$ cat src/rtl/ccr_pkg.sv
// Shared constants, codes and helper functions for the clipped circle rasterizer.
// Depends on nothing; every other file imports it.
`default_nettype none

package ccr_pkg;

    // Item kinds on the command channel.
    localparam logic KIND_START   = 1'b0;
    localparam logic KIND_ADVANCE = 1'b1;

    // Configuration register indexes.
    localparam int CFG_INDEX_BITS = 2;
    localparam logic [CFG_INDEX_BITS-1:0] CFG_CLIP_LEFT   = 2'd0;
    localparam logic [CFG_INDEX_BITS-1:0] CFG_CLIP_RIGHT  = 2'd1;
    localparam logic [CFG_INDEX_BITS-1:0] CFG_CLIP_BOTTOM = 2'd2;

    // Pixel colour width.
    localparam int COLOR_BITS = 24;

    // Eight octant mirrors per walker position.
    localparam int NUM_MIRRORS = 8;
    localparam int MIRROR_BITS = 3;

    // Entries in the queue between the front and the back.
    localparam int QUEUE_DEPTH = 2;

    // Width of one packed job: plot and done flags, centre, walker offsets, colour.
    function automatic int job_bits(input int coord_bits);
        return 2 + 4 * coord_bits + COLOR_BITS;
    endfunction

endpackage

`default_nettype wire

$ cat src/rtl/ccr_if.sv
// Valid/ready channel interfaces for the command items and the pixel items.
// Depends on ccr_pkg for the colour width.
`default_nettype none

interface ccr_cmd_if
    import ccr_pkg::*;
#(
    parameter int COORD_BITS = 12
);
    logic                    valid;
    logic                    ready;
    logic                    kind;
    logic [COORD_BITS-1:0]   center_x;
    logic [COORD_BITS-1:0]   center_y;
    logic [COORD_BITS-2:0]   radius;
    logic [COLOR_BITS-1:0]   color;

    modport source (output valid, kind, center_x, center_y, radius, color, input ready);
    modport sink   (input valid, kind, center_x, center_y, radius, color, output ready);
endinterface

interface ccr_pixel_if
    import ccr_pkg::*;
#(
    parameter int COORD_BITS = 12
);
    logic                    valid;
    logic                    ready;
    logic [COORD_BITS-1:0]   pixel_x;
    logic [COORD_BITS-1:0]   pixel_y;
    logic [COLOR_BITS-1:0]   pixel_color;
    logic                    pixel_valid;
    logic                    circle_done;
    logic                    last;

    modport source (output valid, pixel_x, pixel_y, pixel_color, pixel_valid,
                    circle_done, last, input ready);
    modport sink   (input valid, pixel_x, pixel_y, pixel_color, pixel_valid,
                    circle_done, last, output ready);
endinterface

`default_nettype wire

$ cat src/rtl/clipped_circle_rasterizer.sv
// Top level of the clipped midpoint circle rasterizer: clip registers and the front/back split.
// Depends on ccr_pkg, ccr_if, ccr_front, ccr_queue and ccr_back.
`default_nettype none

// A start item loads centre, radius and colour and answers with one empty result.
// Each advance item takes one midpoint step and yields one result per visible mirrored
// pixel (one to eight), or one empty result when nothing is visible; the last result of
// an item carries last, and every result of the finishing item carries circle_done.
// The front end accepts one item per cycle while its two-entry job queue has room; the
// back end sends one result per cycle while the pixel channel is ready, so the pixel
// stream, at one result per visible pixel of an advance item (at least one), sets the
// sustained item rate. Clip registers may only be written while the block is idle.
module clipped_circle_rasterizer
    import ccr_pkg::*;
#(
    parameter int COORD_BITS = 12
)
(
    input  wire logic                        clk,
    input  wire logic                        rst_n,
    ccr_cmd_if.sink                          cmd,
    ccr_pixel_if.source                      pixel,
    input  wire logic                        cfg_we,
    input  wire logic [CFG_INDEX_BITS-1:0]   cfg_index,
    input  wire logic [COORD_BITS:0]         cfg_data
);

    localparam int JOB_W = job_bits(COORD_BITS);

    logic [COORD_BITS-1:0]   clip_left_reg;
    logic [COORD_BITS:0]     clip_right_reg;
    logic [COORD_BITS:0]     clip_bottom_reg;

    logic                    q_push;
    logic                    q_pop;
    logic                    q_full;
    logic                    q_not_empty;
    logic [JOB_W-1:0]        q_in;
    logic [JOB_W-1:0]        q_head;

    // Clip window registers.
    always_ff @(posedge clk or negedge rst_n)
    begin
        if (!rst_n)
        begin
            clip_left_reg   <= '0;
            clip_right_reg  <= (COORD_BITS+1)'(1 << COORD_BITS);
            clip_bottom_reg <= (COORD_BITS+1)'(1 << COORD_BITS);
        end
        else if (cfg_we)
        begin
            case (cfg_index)
                CFG_CLIP_LEFT:   clip_left_reg   <= cfg_data[COORD_BITS-1:0];
                CFG_CLIP_RIGHT:  clip_right_reg  <= cfg_data;
                CFG_CLIP_BOTTOM: clip_bottom_reg <= cfg_data;
                default:         ;
            endcase
        end
    end

    ccr_front #(
        .COORD_BITS (COORD_BITS)
    ) u_front (
        .clk    (clk),
        .rst_n  (rst_n),
        .cmd    (cmd),
        .q_full (q_full),
        .q_push (q_push),
        .q_data (q_in)
    );

    ccr_queue #(
        .WIDTH (JOB_W),
        .DEPTH (QUEUE_DEPTH)
    ) u_queue (
        .clk       (clk),
        .rst_n     (rst_n),
        .push      (q_push),
        .push_data (q_in),
        .pop       (q_pop),
        .full      (q_full),
        .not_empty (q_not_empty),
        .head_data (q_head)
    );

    ccr_back #(
        .COORD_BITS (COORD_BITS)
    ) u_back (
        .clk         (clk),
        .rst_n       (rst_n),
        .q_not_empty (q_not_empty),
        .q_data      (q_head),
        .q_pop       (q_pop),
        .clip_left   (clip_left_reg),
        .clip_right  (clip_right_reg),
        .clip_bottom (clip_bottom_reg),
        .pixel       (pixel)
    );

endmodule

`default_nettype wire

$ cat src/rtl/ccr_front.sv
// Front end: accepts command items, runs the midpoint walker and issues one job per item.
// Depends on ccr_pkg and the command channel interface in ccr_if.
`default_nettype none

module ccr_front
    import ccr_pkg::*;
#(
    parameter int COORD_BITS = 12
)
(
    input  wire logic                                clk,
    input  wire logic                                rst_n,
    ccr_cmd_if.sink                                  cmd,
    input  wire logic                                q_full,
    output logic                                     q_push,
    output logic [job_bits(COORD_BITS)-1:0]          q_data
);

    localparam int DW = COORD_BITS + 4;
    localparam int DEC_INIT    = 3;
    localparam int DEC_STEP_E  = 6;
    localparam int DEC_STEP_SE = 10;

    typedef struct packed {
        logic                    plot;
        logic                    done;
        logic [COORD_BITS-1:0]   cx;
        logic [COORD_BITS-1:0]   cy;
        logic [COORD_BITS-1:0]   a;
        logic [COORD_BITS-1:0]   b;
        logic [COLOR_BITS-1:0]   color;
    } job_t;

    logic [COORD_BITS-1:0]   centre_x_reg, centre_x_next;
    logic [COORD_BITS-1:0]   centre_y_reg, centre_y_next;
    logic [COORD_BITS-1:0]   walk_x_reg, walk_x_next;
    logic [COORD_BITS-1:0]   walk_y_reg, walk_y_next;
    logic signed [DW-1:0]    decision_reg, decision_next;
    logic [COLOR_BITS-1:0]   colour_reg, colour_next;
    logic                    drawing_reg, drawing_next;

    logic                    accept;
    logic signed [DW-1:0]    wx_ext;
    logic signed [DW-1:0]    wy_ext;
    logic signed [DW-1:0]    dec_start;
    logic signed [DW-1:0]    dec_east;
    logic signed [DW-1:0]    dec_south_east;
    job_t                    job;

    // An item is taken whenever the queue has room.
    assign cmd.ready = !q_full;
    assign accept    = cmd.valid && cmd.ready;
    assign q_push    = accept;
    assign q_data    = job;

    // Decision term arithmetic.
    assign wx_ext         = signed'(DW'(walk_x_reg));
    assign wy_ext         = signed'(DW'(walk_y_reg));
    assign dec_start      = DW'(DEC_INIT) - (DW'(cmd.radius) << 1);
    assign dec_east       = decision_reg + (wx_ext <<< 2) + DW'(DEC_STEP_E);
    assign dec_south_east = decision_reg + ((wx_ext - wy_ext) <<< 2) + DW'(DEC_STEP_SE);

    // Walker update and job build.
    always_comb
    begin
        centre_x_next = centre_x_reg;
        centre_y_next = centre_y_reg;
        walk_x_next   = walk_x_reg;
        walk_y_next   = walk_y_reg;
        decision_next = decision_reg;
        colour_next   = colour_reg;
        drawing_next  = drawing_reg;

        job.plot  = 1'b0;
        job.done  = 1'b0;
        job.cx    = centre_x_reg;
        job.cy    = centre_y_reg;
        job.a     = walk_x_reg;
        job.b     = walk_y_reg;
        job.color = colour_reg;

        if (cmd.kind == KIND_START)
        begin
            centre_x_next = cmd.center_x;
            centre_y_next = cmd.center_y;
            colour_next   = cmd.color;
            walk_x_next   = '0;
            walk_y_next   = COORD_BITS'(cmd.radius);
            decision_next = dec_start;
            drawing_next  = 1'b1;
        end
        else if (drawing_reg)
        begin
            if (walk_x_reg < walk_y_reg)
            begin
                job.plot = 1'b1;
                if (decision_reg[DW-1])
                begin
                    decision_next = dec_east;
                end
                else
                begin
                    decision_next = dec_south_east;
                    walk_y_next   = walk_y_reg - COORD_BITS'(1);
                end
                walk_x_next = walk_x_reg + COORD_BITS'(1);
            end
            else
            begin
                // Walker has reached the diagonal: plot it if exact, then finish.
                job.plot     = (walk_x_reg == walk_y_reg);
                job.done     = 1'b1;
                drawing_next = 1'b0;
            end
        end
    end

    // Walker state registers.
    always_ff @(posedge clk or negedge rst_n)
    begin
        if (!rst_n)
        begin
            centre_x_reg <= '0;
            centre_y_reg <= '0;
            walk_x_reg   <= '0;
            walk_y_reg   <= '0;
            decision_reg <= '0;
            colour_reg   <= '0;
            drawing_reg  <= 1'b0;
        end
        else if (accept)
        begin
            centre_x_reg <= centre_x_next;
            centre_y_reg <= centre_y_next;
            walk_x_reg   <= walk_x_next;
            walk_y_reg   <= walk_y_next;
            decision_reg <= decision_next;
            colour_reg   <= colour_next;
            drawing_reg  <= drawing_next;
        end
    end

endmodule

`default_nettype wire

$ cat src/rtl/ccr_queue.sv
// Small register queue that decouples the front end from the pixel back end.
// Depends on ccr_pkg only through the shared import convention.
`default_nettype none

module ccr_queue
    import ccr_pkg::*;
#(
    parameter int WIDTH = 74,
    parameter int DEPTH = 2
)
(
    input  wire logic               clk,
    input  wire logic               rst_n,
    input  wire logic               push,
    input  wire logic [WIDTH-1:0]   push_data,
    input  wire logic               pop,
    output logic                    full,
    output logic                    not_empty,
    output logic [WIDTH-1:0]        head_data
);

    localparam int PTR_BITS = (DEPTH > 1) ? $clog2(DEPTH) : 1;
    localparam int CNT_BITS = $clog2(DEPTH + 1);

    logic [WIDTH-1:0]      entry_reg [DEPTH];
    logic [PTR_BITS-1:0]   wr_ptr_reg, wr_ptr_next;
    logic [PTR_BITS-1:0]   rd_ptr_reg, rd_ptr_next;
    logic [CNT_BITS-1:0]   count_reg, count_next;
    logic                  do_push;
    logic                  do_pop;

    assign full      = (count_reg == CNT_BITS'(DEPTH));
    assign not_empty = (count_reg != '0);
    assign head_data = entry_reg[rd_ptr_reg];
    assign do_push   = push && !full;
    assign do_pop    = pop && not_empty;

    // Pointer wrap and occupancy.
    always_comb
    begin
        wr_ptr_next = wr_ptr_reg;
        rd_ptr_next = rd_ptr_reg;
        count_next  = count_reg;
        if (do_push)
        begin
            wr_ptr_next = (wr_ptr_reg == PTR_BITS'(DEPTH - 1)) ? '0 : wr_ptr_reg + PTR_BITS'(1);
        end
        if (do_pop)
        begin
            rd_ptr_next = (rd_ptr_reg == PTR_BITS'(DEPTH - 1)) ? '0 : rd_ptr_reg + PTR_BITS'(1);
        end
        if (do_push && !do_pop)
        begin
            count_next = count_reg + CNT_BITS'(1);
        end
        else if (do_pop && !do_push)
        begin
            count_next = count_reg - CNT_BITS'(1);
        end
    end

    always_ff @(posedge clk or negedge rst_n)
    begin
        if (!rst_n)
        begin
            wr_ptr_reg <= '0;
            rd_ptr_reg <= '0;
            count_reg  <= '0;
        end
        else
        begin
            wr_ptr_reg <= wr_ptr_next;
            rd_ptr_reg <= rd_ptr_next;
            count_reg  <= count_next;
        end
    end

    // Storage needs no reset.
    always_ff @(posedge clk)
    begin
        if (do_push)
        begin
            entry_reg[wr_ptr_reg] <= push_data;
        end
    end

    // The occupancy never passes the depth.
    a_count_bound: assert property (@(posedge clk) disable iff (!rst_n)
        count_reg <= CNT_BITS'(DEPTH))
        else $error("queue occupancy above depth");

    // A full queue with no pop keeps its count.
    a_full_holds: assert property (@(posedge clk) disable iff (!rst_n)
        full && !pop |=> full)
        else $error("full queue lost an entry without a pop");

endmodule

`default_nettype wire

$ cat src/rtl/ccr_back.sv
// Back end: mirrors each job into up to eight pixels, clips them, sends one per unstalled cycle.
// Depends on ccr_pkg and the pixel channel interface in ccr_if.
`default_nettype none

module ccr_back
    import ccr_pkg::*;
#(
    parameter int COORD_BITS = 12
)
(
    input  wire logic                                clk,
    input  wire logic                                rst_n,
    input  wire logic                                q_not_empty,
    input  wire logic [job_bits(COORD_BITS)-1:0]     q_data,
    output logic                                     q_pop,
    input  wire logic [COORD_BITS-1:0]               clip_left,
    input  wire logic [COORD_BITS:0]                 clip_right,
    input  wire logic [COORD_BITS:0]                 clip_bottom,
    ccr_pixel_if.source                              pixel
);

    localparam int W = COORD_BITS + 2;

    typedef struct packed {
        logic                    plot;
        logic                    done;
        logic [COORD_BITS-1:0]   cx;
        logic [COORD_BITS-1:0]   cy;
        logic [COORD_BITS-1:0]   a;
        logic [COORD_BITS-1:0]   b;
        logic [COLOR_BITS-1:0]   color;
    } job_t;

    job_t                    job_reg;
    logic                    job_valid_reg;
    logic [NUM_MIRRORS-1:0]  sent_reg;

    logic                    out_valid_reg;
    logic [COORD_BITS-1:0]   out_x_reg;
    logic [COORD_BITS-1:0]   out_y_reg;
    logic [COLOR_BITS-1:0]   out_color_reg;
    logic                    out_pv_reg;
    logic                    out_done_reg;
    logic                    out_last_reg;

    logic signed [W-1:0]     cx_s, cy_s, a_s, b_s;
    logic signed [W-1:0]     px [NUM_MIRRORS];
    logic signed [W-1:0]     py [NUM_MIRRORS];
    logic [NUM_MIRRORS-1:0]  mirror_en;
    logic [NUM_MIRRORS-1:0]  vis;
    logic [NUM_MIRRORS-1:0]  pend;
    logic [NUM_MIRRORS-1:0]  sel_onehot;
    logic [MIRROR_BITS-1:0]  sel;
    logic [COORD_BITS:0]     right_cap;
    logic [COORD_BITS:0]     bottom_cap;
    logic signed [W-1:0]     left_s, right_s, bottom_s;
    logic                    a_nz, b_nz, off_diag;
    logic                    is_last;
    logic                    issue;
    logic                    take;

    // Mirror coordinates of the current walker offsets.
    assign cx_s = signed'(W'(job_reg.cx));
    assign cy_s = signed'(W'(job_reg.cy));
    assign a_s  = signed'(W'(job_reg.a));
    assign b_s  = signed'(W'(job_reg.b));

    always_comb
    begin
        px[0] = cx_s + a_s;  py[0] = cy_s + b_s;
        px[1] = cx_s - a_s;  py[1] = cy_s + b_s;
        px[2] = cx_s + a_s;  py[2] = cy_s - b_s;
        px[3] = cx_s - a_s;  py[3] = cy_s - b_s;
        px[4] = cx_s + b_s;  py[4] = cy_s + a_s;
        px[5] = cx_s + b_s;  py[5] = cy_s - a_s;
        px[6] = cx_s - b_s;  py[6] = cy_s + a_s;
        px[7] = cx_s - b_s;  py[7] = cy_s - a_s;
    end

    // Skip mirrors that would repeat a pixel: zero offsets and the swapped set on the diagonal.
    assign a_nz     = |job_reg.a;
    assign b_nz     = |job_reg.b;
    assign off_diag = (job_reg.a != job_reg.b);
    assign mirror_en = {off_diag && a_nz && b_nz, off_diag && b_nz, off_diag && a_nz, off_diag,
                        a_nz && b_nz, b_nz, a_nz, 1'b1};

    // Clip window; the right and bottom bounds are capped at the coordinate range.
    assign right_cap  = (clip_right  > (COORD_BITS+1)'(1 << COORD_BITS))
                        ? (COORD_BITS+1)'(1 << COORD_BITS) : clip_right;
    assign bottom_cap = (clip_bottom > (COORD_BITS+1)'(1 << COORD_BITS))
                        ? (COORD_BITS+1)'(1 << COORD_BITS) : clip_bottom;
    assign left_s   = signed'(W'(clip_left));
    assign right_s  = signed'(W'(right_cap));
    assign bottom_s = signed'(W'(bottom_cap));

    always_comb
    begin
        for (int i = 0; i < NUM_MIRRORS; i++)
        begin
            vis[i] = mirror_en[i] && (px[i] >= left_s) && (px[i] < right_s)
                     && (py[i] >= signed'(W'(0))) && (py[i] < bottom_s);
        end
    end

    // Lowest pending mirror goes next.
    assign pend = job_reg.plot ? (vis & ~sent_reg) : '0;

    always_comb
    begin
        sel = '0;
        for (int i = NUM_MIRRORS - 1; i >= 0; i--)
        begin
            if (pend[i])
            begin
                sel = MIRROR_BITS'(i);
            end
        end
    end

    assign sel_onehot = NUM_MIRRORS'(1) << sel;
    assign is_last    = ((pend & ~sel_onehot) == '0);

    // Handshake between the job register, the output register and the queue.
    assign issue = job_valid_reg && (!out_valid_reg || pixel.ready);
    assign take  = !job_valid_reg || (issue && is_last);
    assign q_pop = take && q_not_empty;

    always_ff @(posedge clk or negedge rst_n)
    begin
        if (!rst_n)
        begin
            job_valid_reg <= 1'b0;
            sent_reg      <= '0;
            out_valid_reg <= 1'b0;
        end
        else
        begin
            if (take)
            begin
                job_valid_reg <= q_not_empty;
                sent_reg      <= '0;
            end
            else if (issue)
            begin
                sent_reg <= sent_reg | sel_onehot;
            end

            if (issue)
            begin
                out_valid_reg <= 1'b1;
            end
            else if (pixel.ready)
            begin
                out_valid_reg <= 1'b0;
            end
        end
    end

    // Job and result payload registers.
    always_ff @(posedge clk)
    begin
        if (take)
        begin
            job_reg <= job_t'(q_data);
        end
        if (issue)
        begin
            out_done_reg <= job_reg.done;
            out_last_reg <= is_last;
            if (pend != '0)
            begin
                out_x_reg     <= px[sel][COORD_BITS-1:0];
                out_y_reg     <= py[sel][COORD_BITS-1:0];
                out_color_reg <= job_reg.color;
                out_pv_reg    <= 1'b1;
            end
            else
            begin
                out_x_reg     <= '0;
                out_y_reg     <= '0;
                out_color_reg <= '0;
                out_pv_reg    <= 1'b0;
            end
        end
    end

    assign pixel.valid       = out_valid_reg;
    assign pixel.pixel_x     = out_x_reg;
    assign pixel.pixel_y     = out_y_reg;
    assign pixel.pixel_color = out_color_reg;
    assign pixel.pixel_valid = out_pv_reg;
    assign pixel.circle_done = out_done_reg;
    assign pixel.last        = out_last_reg;

    // A job that still has pixels to send stays in place.
    a_job_kept: assert property (@(posedge clk) disable iff (!rst_n)
        issue && !is_last |=> job_valid_reg)
        else $error("job dropped before its last pixel");

    // Only visible mirrors are ever marked as sent.
    a_sent_visible: assert property (@(posedge clk) disable iff (!rst_n)
        job_valid_reg |-> ((sent_reg & ~vis) == '0))
        else $error("sent mask holds a mirror that is not visible");

    // An empty acknowledgement is always the only and final result of its item.
    a_empty_last: assert property (@(posedge clk) disable iff (!rst_n)
        out_valid_reg && !out_pv_reg |-> out_last_reg)
        else $error("empty result not marked last");

endmodule

`default_nettype wire

$ cat src/flat_wrapper.sv
// flat-port wrapper written by rule: the top's interface ports become plain ports
module clipped_circle_rasterizer_flat import ccr_pkg::*;
#(
    parameter int COORD_BITS = 12
)
  (clk, rst_n, cfg_we, cfg_index, cfg_data, cmd_valid, cmd_kind, cmd_center_x, cmd_center_y, cmd_radius, cmd_color, cmd_ready, pixel_valid, pixel_pixel_x, pixel_pixel_y, pixel_pixel_color, pixel_pixel_valid, pixel_circle_done, pixel_last, pixel_ready);
  ccr_cmd_if #(.COORD_BITS(COORD_BITS)) cmd_i ();
  ccr_pixel_if #(.COORD_BITS(COORD_BITS)) pixel_i ();
  input  wire logic clk;
  input  wire logic rst_n;
  input  wire logic cfg_we;
  input  wire logic [CFG_INDEX_BITS-1:0] cfg_index;
  input  wire logic [COORD_BITS:0] cfg_data;
  input wire logic [$bits(cmd_i.valid)-1:0] cmd_valid;
  input wire logic [$bits(cmd_i.kind)-1:0] cmd_kind;
  input wire logic [$bits(cmd_i.center_x)-1:0] cmd_center_x;
  input wire logic [$bits(cmd_i.center_y)-1:0] cmd_center_y;
  input wire logic [$bits(cmd_i.radius)-1:0] cmd_radius;
  input wire logic [$bits(cmd_i.color)-1:0] cmd_color;
  output wire logic [$bits(cmd_i.ready)-1:0] cmd_ready;
  output wire logic [$bits(pixel_i.valid)-1:0] pixel_valid;
  output wire logic [$bits(pixel_i.pixel_x)-1:0] pixel_pixel_x;
  output wire logic [$bits(pixel_i.pixel_y)-1:0] pixel_pixel_y;
  output wire logic [$bits(pixel_i.pixel_color)-1:0] pixel_pixel_color;
  output wire logic [$bits(pixel_i.pixel_valid)-1:0] pixel_pixel_valid;
  output wire logic [$bits(pixel_i.circle_done)-1:0] pixel_circle_done;
  output wire logic [$bits(pixel_i.last)-1:0] pixel_last;
  input wire logic [$bits(pixel_i.ready)-1:0] pixel_ready;
  assign cmd_i.valid = cmd_valid;
  assign cmd_i.kind = cmd_kind;
  assign cmd_i.center_x = cmd_center_x;
  assign cmd_i.center_y = cmd_center_y;
  assign cmd_i.radius = cmd_radius;
  assign cmd_i.color = cmd_color;
  assign cmd_ready = cmd_i.ready;
  assign pixel_valid = pixel_i.valid;
  assign pixel_pixel_x = pixel_i.pixel_x;
  assign pixel_pixel_y = pixel_i.pixel_y;
  assign pixel_pixel_color = pixel_i.pixel_color;
  assign pixel_pixel_valid = pixel_i.pixel_valid;
  assign pixel_circle_done = pixel_i.circle_done;
  assign pixel_last = pixel_i.last;
  assign pixel_i.ready = pixel_ready;
  clipped_circle_rasterizer #(.COORD_BITS(COORD_BITS)) u_core (.clk(clk), .rst_n(rst_n), .cmd(cmd_i), .pixel(pixel_i), .cfg_we(cfg_we), .cfg_index(cfg_index), .cfg_data(cfg_data));
endmodule
$ cat config.mk
export PLATFORM = sky130hd
export DESIGN_NAME = clipped_circle_rasterizer_flat
export DESIGN_NICKNAME = d
export VERILOG_FILES = /design/src/rtl/ccr_pkg.sv /design/src/rtl/ccr_if.sv /design/src/rtl/clipped_circle_rasterizer.sv /design/src/rtl/ccr_front.sv /design/src/rtl/ccr_queue.sv /design/src/rtl/ccr_back.sv /design/src/flat_wrapper.sv
export SDC_FILE = /design/constraint.sdc
export NUM_CORES = 1
export LEC_CHECK = 0
export CAP_MARGIN = 20
export CELL_PAD_IN_SITES_DETAIL_PLACEMENT = 1
export CELL_PAD_IN_SITES_GLOBAL_PLACEMENT = 1
export CORE_MARGIN = 4
export CORE_UTILIZATION = 30
export CTS_CLUSTER_SIZE = 14
export DETAILED_ROUTE_END_ITERATION = 6
export DONT_BUFFER_PORTS = 1
export HOLD_SLACK_MARGIN = 0.05
export PLACE_DENSITY_LB_ADDON = 0.1
export SETUP_SLACK_MARGIN = 0.15
export SYNTH_ARGS = -nofsm -noshare
export SYNTH_HDL_FRONTEND = slang
export SYNTH_SLANG_ARGS = --single-unit
$ cat constraint.sdc
create_clock -name clk -period 7.7 [get_ports clk]
set_clock_uncertainty 0.2 [all_clocks]
set_input_delay 0.385 -clock clk [delete_from_list [all_inputs] [get_ports clk]]
set_output_delay 0.385 -clock clk [all_outputs]
set_load 0.005 [all_outputs]
==> run_results.csv <==
group,metric,value,unit
synth,synth.distinct_cells,85,
routing,drc,0,
min_path,min_path_type,"input port to flip-flop",
placed_design,place_ws,686.7,ps
setup_path,startpoint_type,"flip-flop",
global_route,grt_pass1_vias,20290,
floorplan,rows,107,
synth,synth-async-reset-ratio,33.90,%
floorplan,start_util,30.22,%
routing,ant_nets,0,
clock_tree,cts-root-buf,"clkbuf_16",
sta,min_period_over_period,91.39,%
routing,drtIter0Drc,924,
final_layout,area_delta_synth_final,15.47,%
floorplan,die_h,300.9,µm
synth,synth_area,0.02573,mm²
routing,wl_per_cell,22.94,µm
placed_design,port_buffers,0,
routing,num_vias,18530,
global_route,grt_overflow,0,
placed_design,hpwl,64510,µm
floorplan,dieArea,0.09053,mm²
synth,avgSynthCellArea,10.79,µm²
sta,maxSlewViolCount,0,
routing,drt-total-wl,84230,µm
sta,min_period,7037,ps
final_layout,drive_above_1_share,9.580,%
clock_tree,insertion_delay,620,ps
sta,hold_viol,0,
global_route,grt_pass1_wl,126700,µm
sta,layout_setup_ws,662.9,ps
final_layout,multi_input_area,0.01323,mm²
sta,rsz0062_at_grt,"false",
clock_tree,cts_sinks,413,
sta,slew_headroom,39.11,%
global_route,antenna_found_initial,1,
run,drv_cap,0,
setup_path,critPathCaptureType,"flip-flop",
sta,fmax,142.1,MHz
clock_tree,clkTransAtPathRegs,60,ps
setup_path,critPathLaunch,"u_core.u_back.a_s[1]",
outcome,outcome,"finished, final reports clean",
synth,ys_ff_latch,413,
routing,dr.pass1.iters,5,
setup_path,regToRegStartpoint,"u_core.u_back.a_s[1]",
setup_path,cp_max_fo,83,
synth,synth_fp_nets,2779,
routing,viasPerCell,5.047,
setup_path,arrival,7060,ps
synth,ys.warnings.count,0,
clock_tree,cts_made_buffers,47,
global_route,grt_usage,18.49,%
setup_path,crit_required,7720,ps
floorplan,die_x,300.9,µm
final_layout,fillers,9444,
clock_tree,tritoncts,"done",
final_layout,register_area,0.01171,mm²
sta,fin_tns_setup,0,ps
clock_tree,htree_num_levels,2,
placed_design,routabilityCongestion,0.8691,
synth,syn_inst,2385,
floorplan,ios,133,
synth,synth_edf_count,273,
synth,synth_flop_cell,"edfxtp_1",
sta,setup_viol,0,
setup_path,worstSetupPathType,"flip-flop to flip-flop",
floorplan,coreArea,0.08515,mm²
min_path,hp-start,"cmd_radius[7]",
final_layout,largest_register_ffs,148,
synth,ys_seq_area_share,45.48,%
final_layout,layout.nets,2882,
global_route,grt_max_degree,141,
sta,worst-slew-pin-transition,913.4,ps
clock_tree,clockBufferDepth,3,
repair_timing:
| item | 4_1_cts | 5_1_grt |
|---|---|---|
| endpoints found under the setup margin | 0 | 1 |
| buffers inserted | 0 | 0 |
| gates resized for setup | 0 | 1 |
| hold endpoints to repair | 260 | 1 |
| hold buffers | 103 | 1 |
cell usage after synthesis, types with 5 or more instances:
cell       instances  area share, %
a21o_1            24           0.70
a211oi_1          24           0.70
buf_1              8           0.12
or2_2              8           0.19
o31a_1             5           0.17
ha_1             303             15
nand3b_1          10           0.29
nor2b_1           43            1.0
o211a_1            5           0.19
nand4_1           17           0.41
o21ai_0          107            2.1
buf_2             12           0.23
o21ai_1            5          0.097
a21boi_0           7           0.20
clkbuf_1          49           0.71
xor2_1            36            1.2
and2_1            14           0.34
edfxtp_1         273             32
dfrtp_1          138             13
a211o_1            7           0.24
nand2b_1          30           0.73
mux2_2           107            4.7
fa_1              11           0.86
o2111ai_1          6           0.20
and3_1            13           0.32
nand2_1          261            3.8
nor4_1            11           0.27
nor3_1            42           0.82
mux2i_1           38            1.5
a31oi_1            8           0.19
inv_1            145            2.1
o211ai_1          24           0.70
o31ai_1           10           0.29
xnor2_1           95            3.2
o22ai_1           27           0.66
nor2_1           149            2.2
o21bai_1          29           0.85
a21oi_1          147            2.9
nor3b_1            6           0.18
nand3_1           17           0.33
or3_1             11           0.27
o32ai_1            6           0.20
o21a_1            24           0.70
cell type report:
type                    count  area share [%]
clock inverters            16          0.5811
clock buffers              71           4.535
repair buffers            126           4.303
well taps                1144           4.817
inverters                 145           1.832
flip-flops and latches    413           39.40
diodes                      1        0.008421
multi-input cells        1755           44.52
cells by family (layout without fill, tap and decap cells):
family	after synthesis	count (layout)	share of synthesized area, %
and+or+nand+nor	650	650	11.88
DFF	413	413	45.48
AOI/OAI and AO/OA	514	514	13.09
buffers and inverters	217	358	3.297
muxes	146	146	6.204
xor gates and xnor gates	131	131	4.459
adders and majority gates	314	314	15.59
other	0	1	0
layout by cell type (no fill, tap or decap), types with 7 or more instances in the layout:
cell type / Yosys / routed
ha_1: 303 / 303
a211oi_1: 24 / 24
nand2b_1: 30 / 29
or3_1: 11 / 11
xor2_1: 36 / 36
clkbuf_16: 0 / 48
nor2b_1: 43 / 43
or2_2: 8 / 8
xnor2_1: 95 / 95
o21ai_0: 107 / 106
clkbuf_1: 49 / 17
a21oi_1: 147 / 147
nand2_1: 261 / 261
and2_1: 14 / 13
nor2_1: 149 / 147
inv_1: 145 / 145
dfrtp_1: 138 / 137
a21boi_0: 7 / 7
o21a_1: 24 / 24
a211o_1: 7 / 7
nor4_1: 11 / 11
o21bai_1: 29 / 29
nand4_1: 17 / 17
edfxtp_1: 273 / 273
buf_4: 1 / 19
a21o_1: 24 / 24
mux2_2: 107 / 107
and3_1: 13 / 12
nand3b_1: 10 / 10
o22ai_1: 27 / 27
a31oi_1: 8 / 8
o31ai_1: 10 / 10
o211ai_1: 24 / 24
nand3_1: 17 / 17
mux2i_1: 38 / 38
nor3_1: 42 / 42
fa_1: 11 / 11
dlygate4sd3_1: 0 / 102
metal layers:
layer	track usage, %	wire (µm)	up-vias	part of all wire [%]
li1	-	-	8822	-
met1	23.27	37230	9333	44
met2	32.36	41280	258	49
met3	2.646	2726	113	3.2
met4	6.517	2984	0	3.5
met5	0	0	-	0
path summary, 6_finish.rpt:
kind	end	slack, ps	depth (start not counted)
max reg2reg	u_core.u_back.a_s[6]	660	22
min in group asynchronous	u_core.clip_left_reg[2]	240	2
max	u_core.u_back.a_s[6]	660	22
max in group asynchronous	u_core.u_queue.rd_ptr_reg	6350	2
min	u_core.u_front.decision_reg[10]	100	5
min reg2reg	u_core.u_back.pixel.circle_done	230	0
per-stage QoR:
| stage | hold slack [ps] | util [%] | std cells | area, µm² |
|---|---|---|---|---|
| floorplan | -110.6 | - | 2385 | 25730 |
| global placement | -102.7 | 31.79 | 3477 | 27060 |
| detailed placement | -99.58 | 31.79 | 3477 | 27060 |
| global route | 123.8 | 34.90 | 3671 | 29710 |
| CTS | 57.25 | 34.81 | 3667 | 29640 |
| finish | 97.00 | 34.90 | 3671 | 29710 |
worst max-delay path, cell delays in order (launching register included):
cell,delay [ps]
edfxtp_1,550
inv_1,230
ha_1,340
nand2b_1,110
a21oi_1,80
o21bai_1,160
a21oi_1,120
o21bai_1,150
a21oi_1,120
o31ai_1,360
nand2_1,130
xnor2_1,530
ha_1,360
a21oi_1,190
o22ai_1,130
o211ai_1,210
nand2_1,110
or4b_1,670
o31ai_1,540
o221a_2,350
a221oi_4,110
o31ai_4,350
buf_12,360
Power is not shown: default switching activity piles up to over one toggle a cycle in this logic, so the estimate is an artifact.
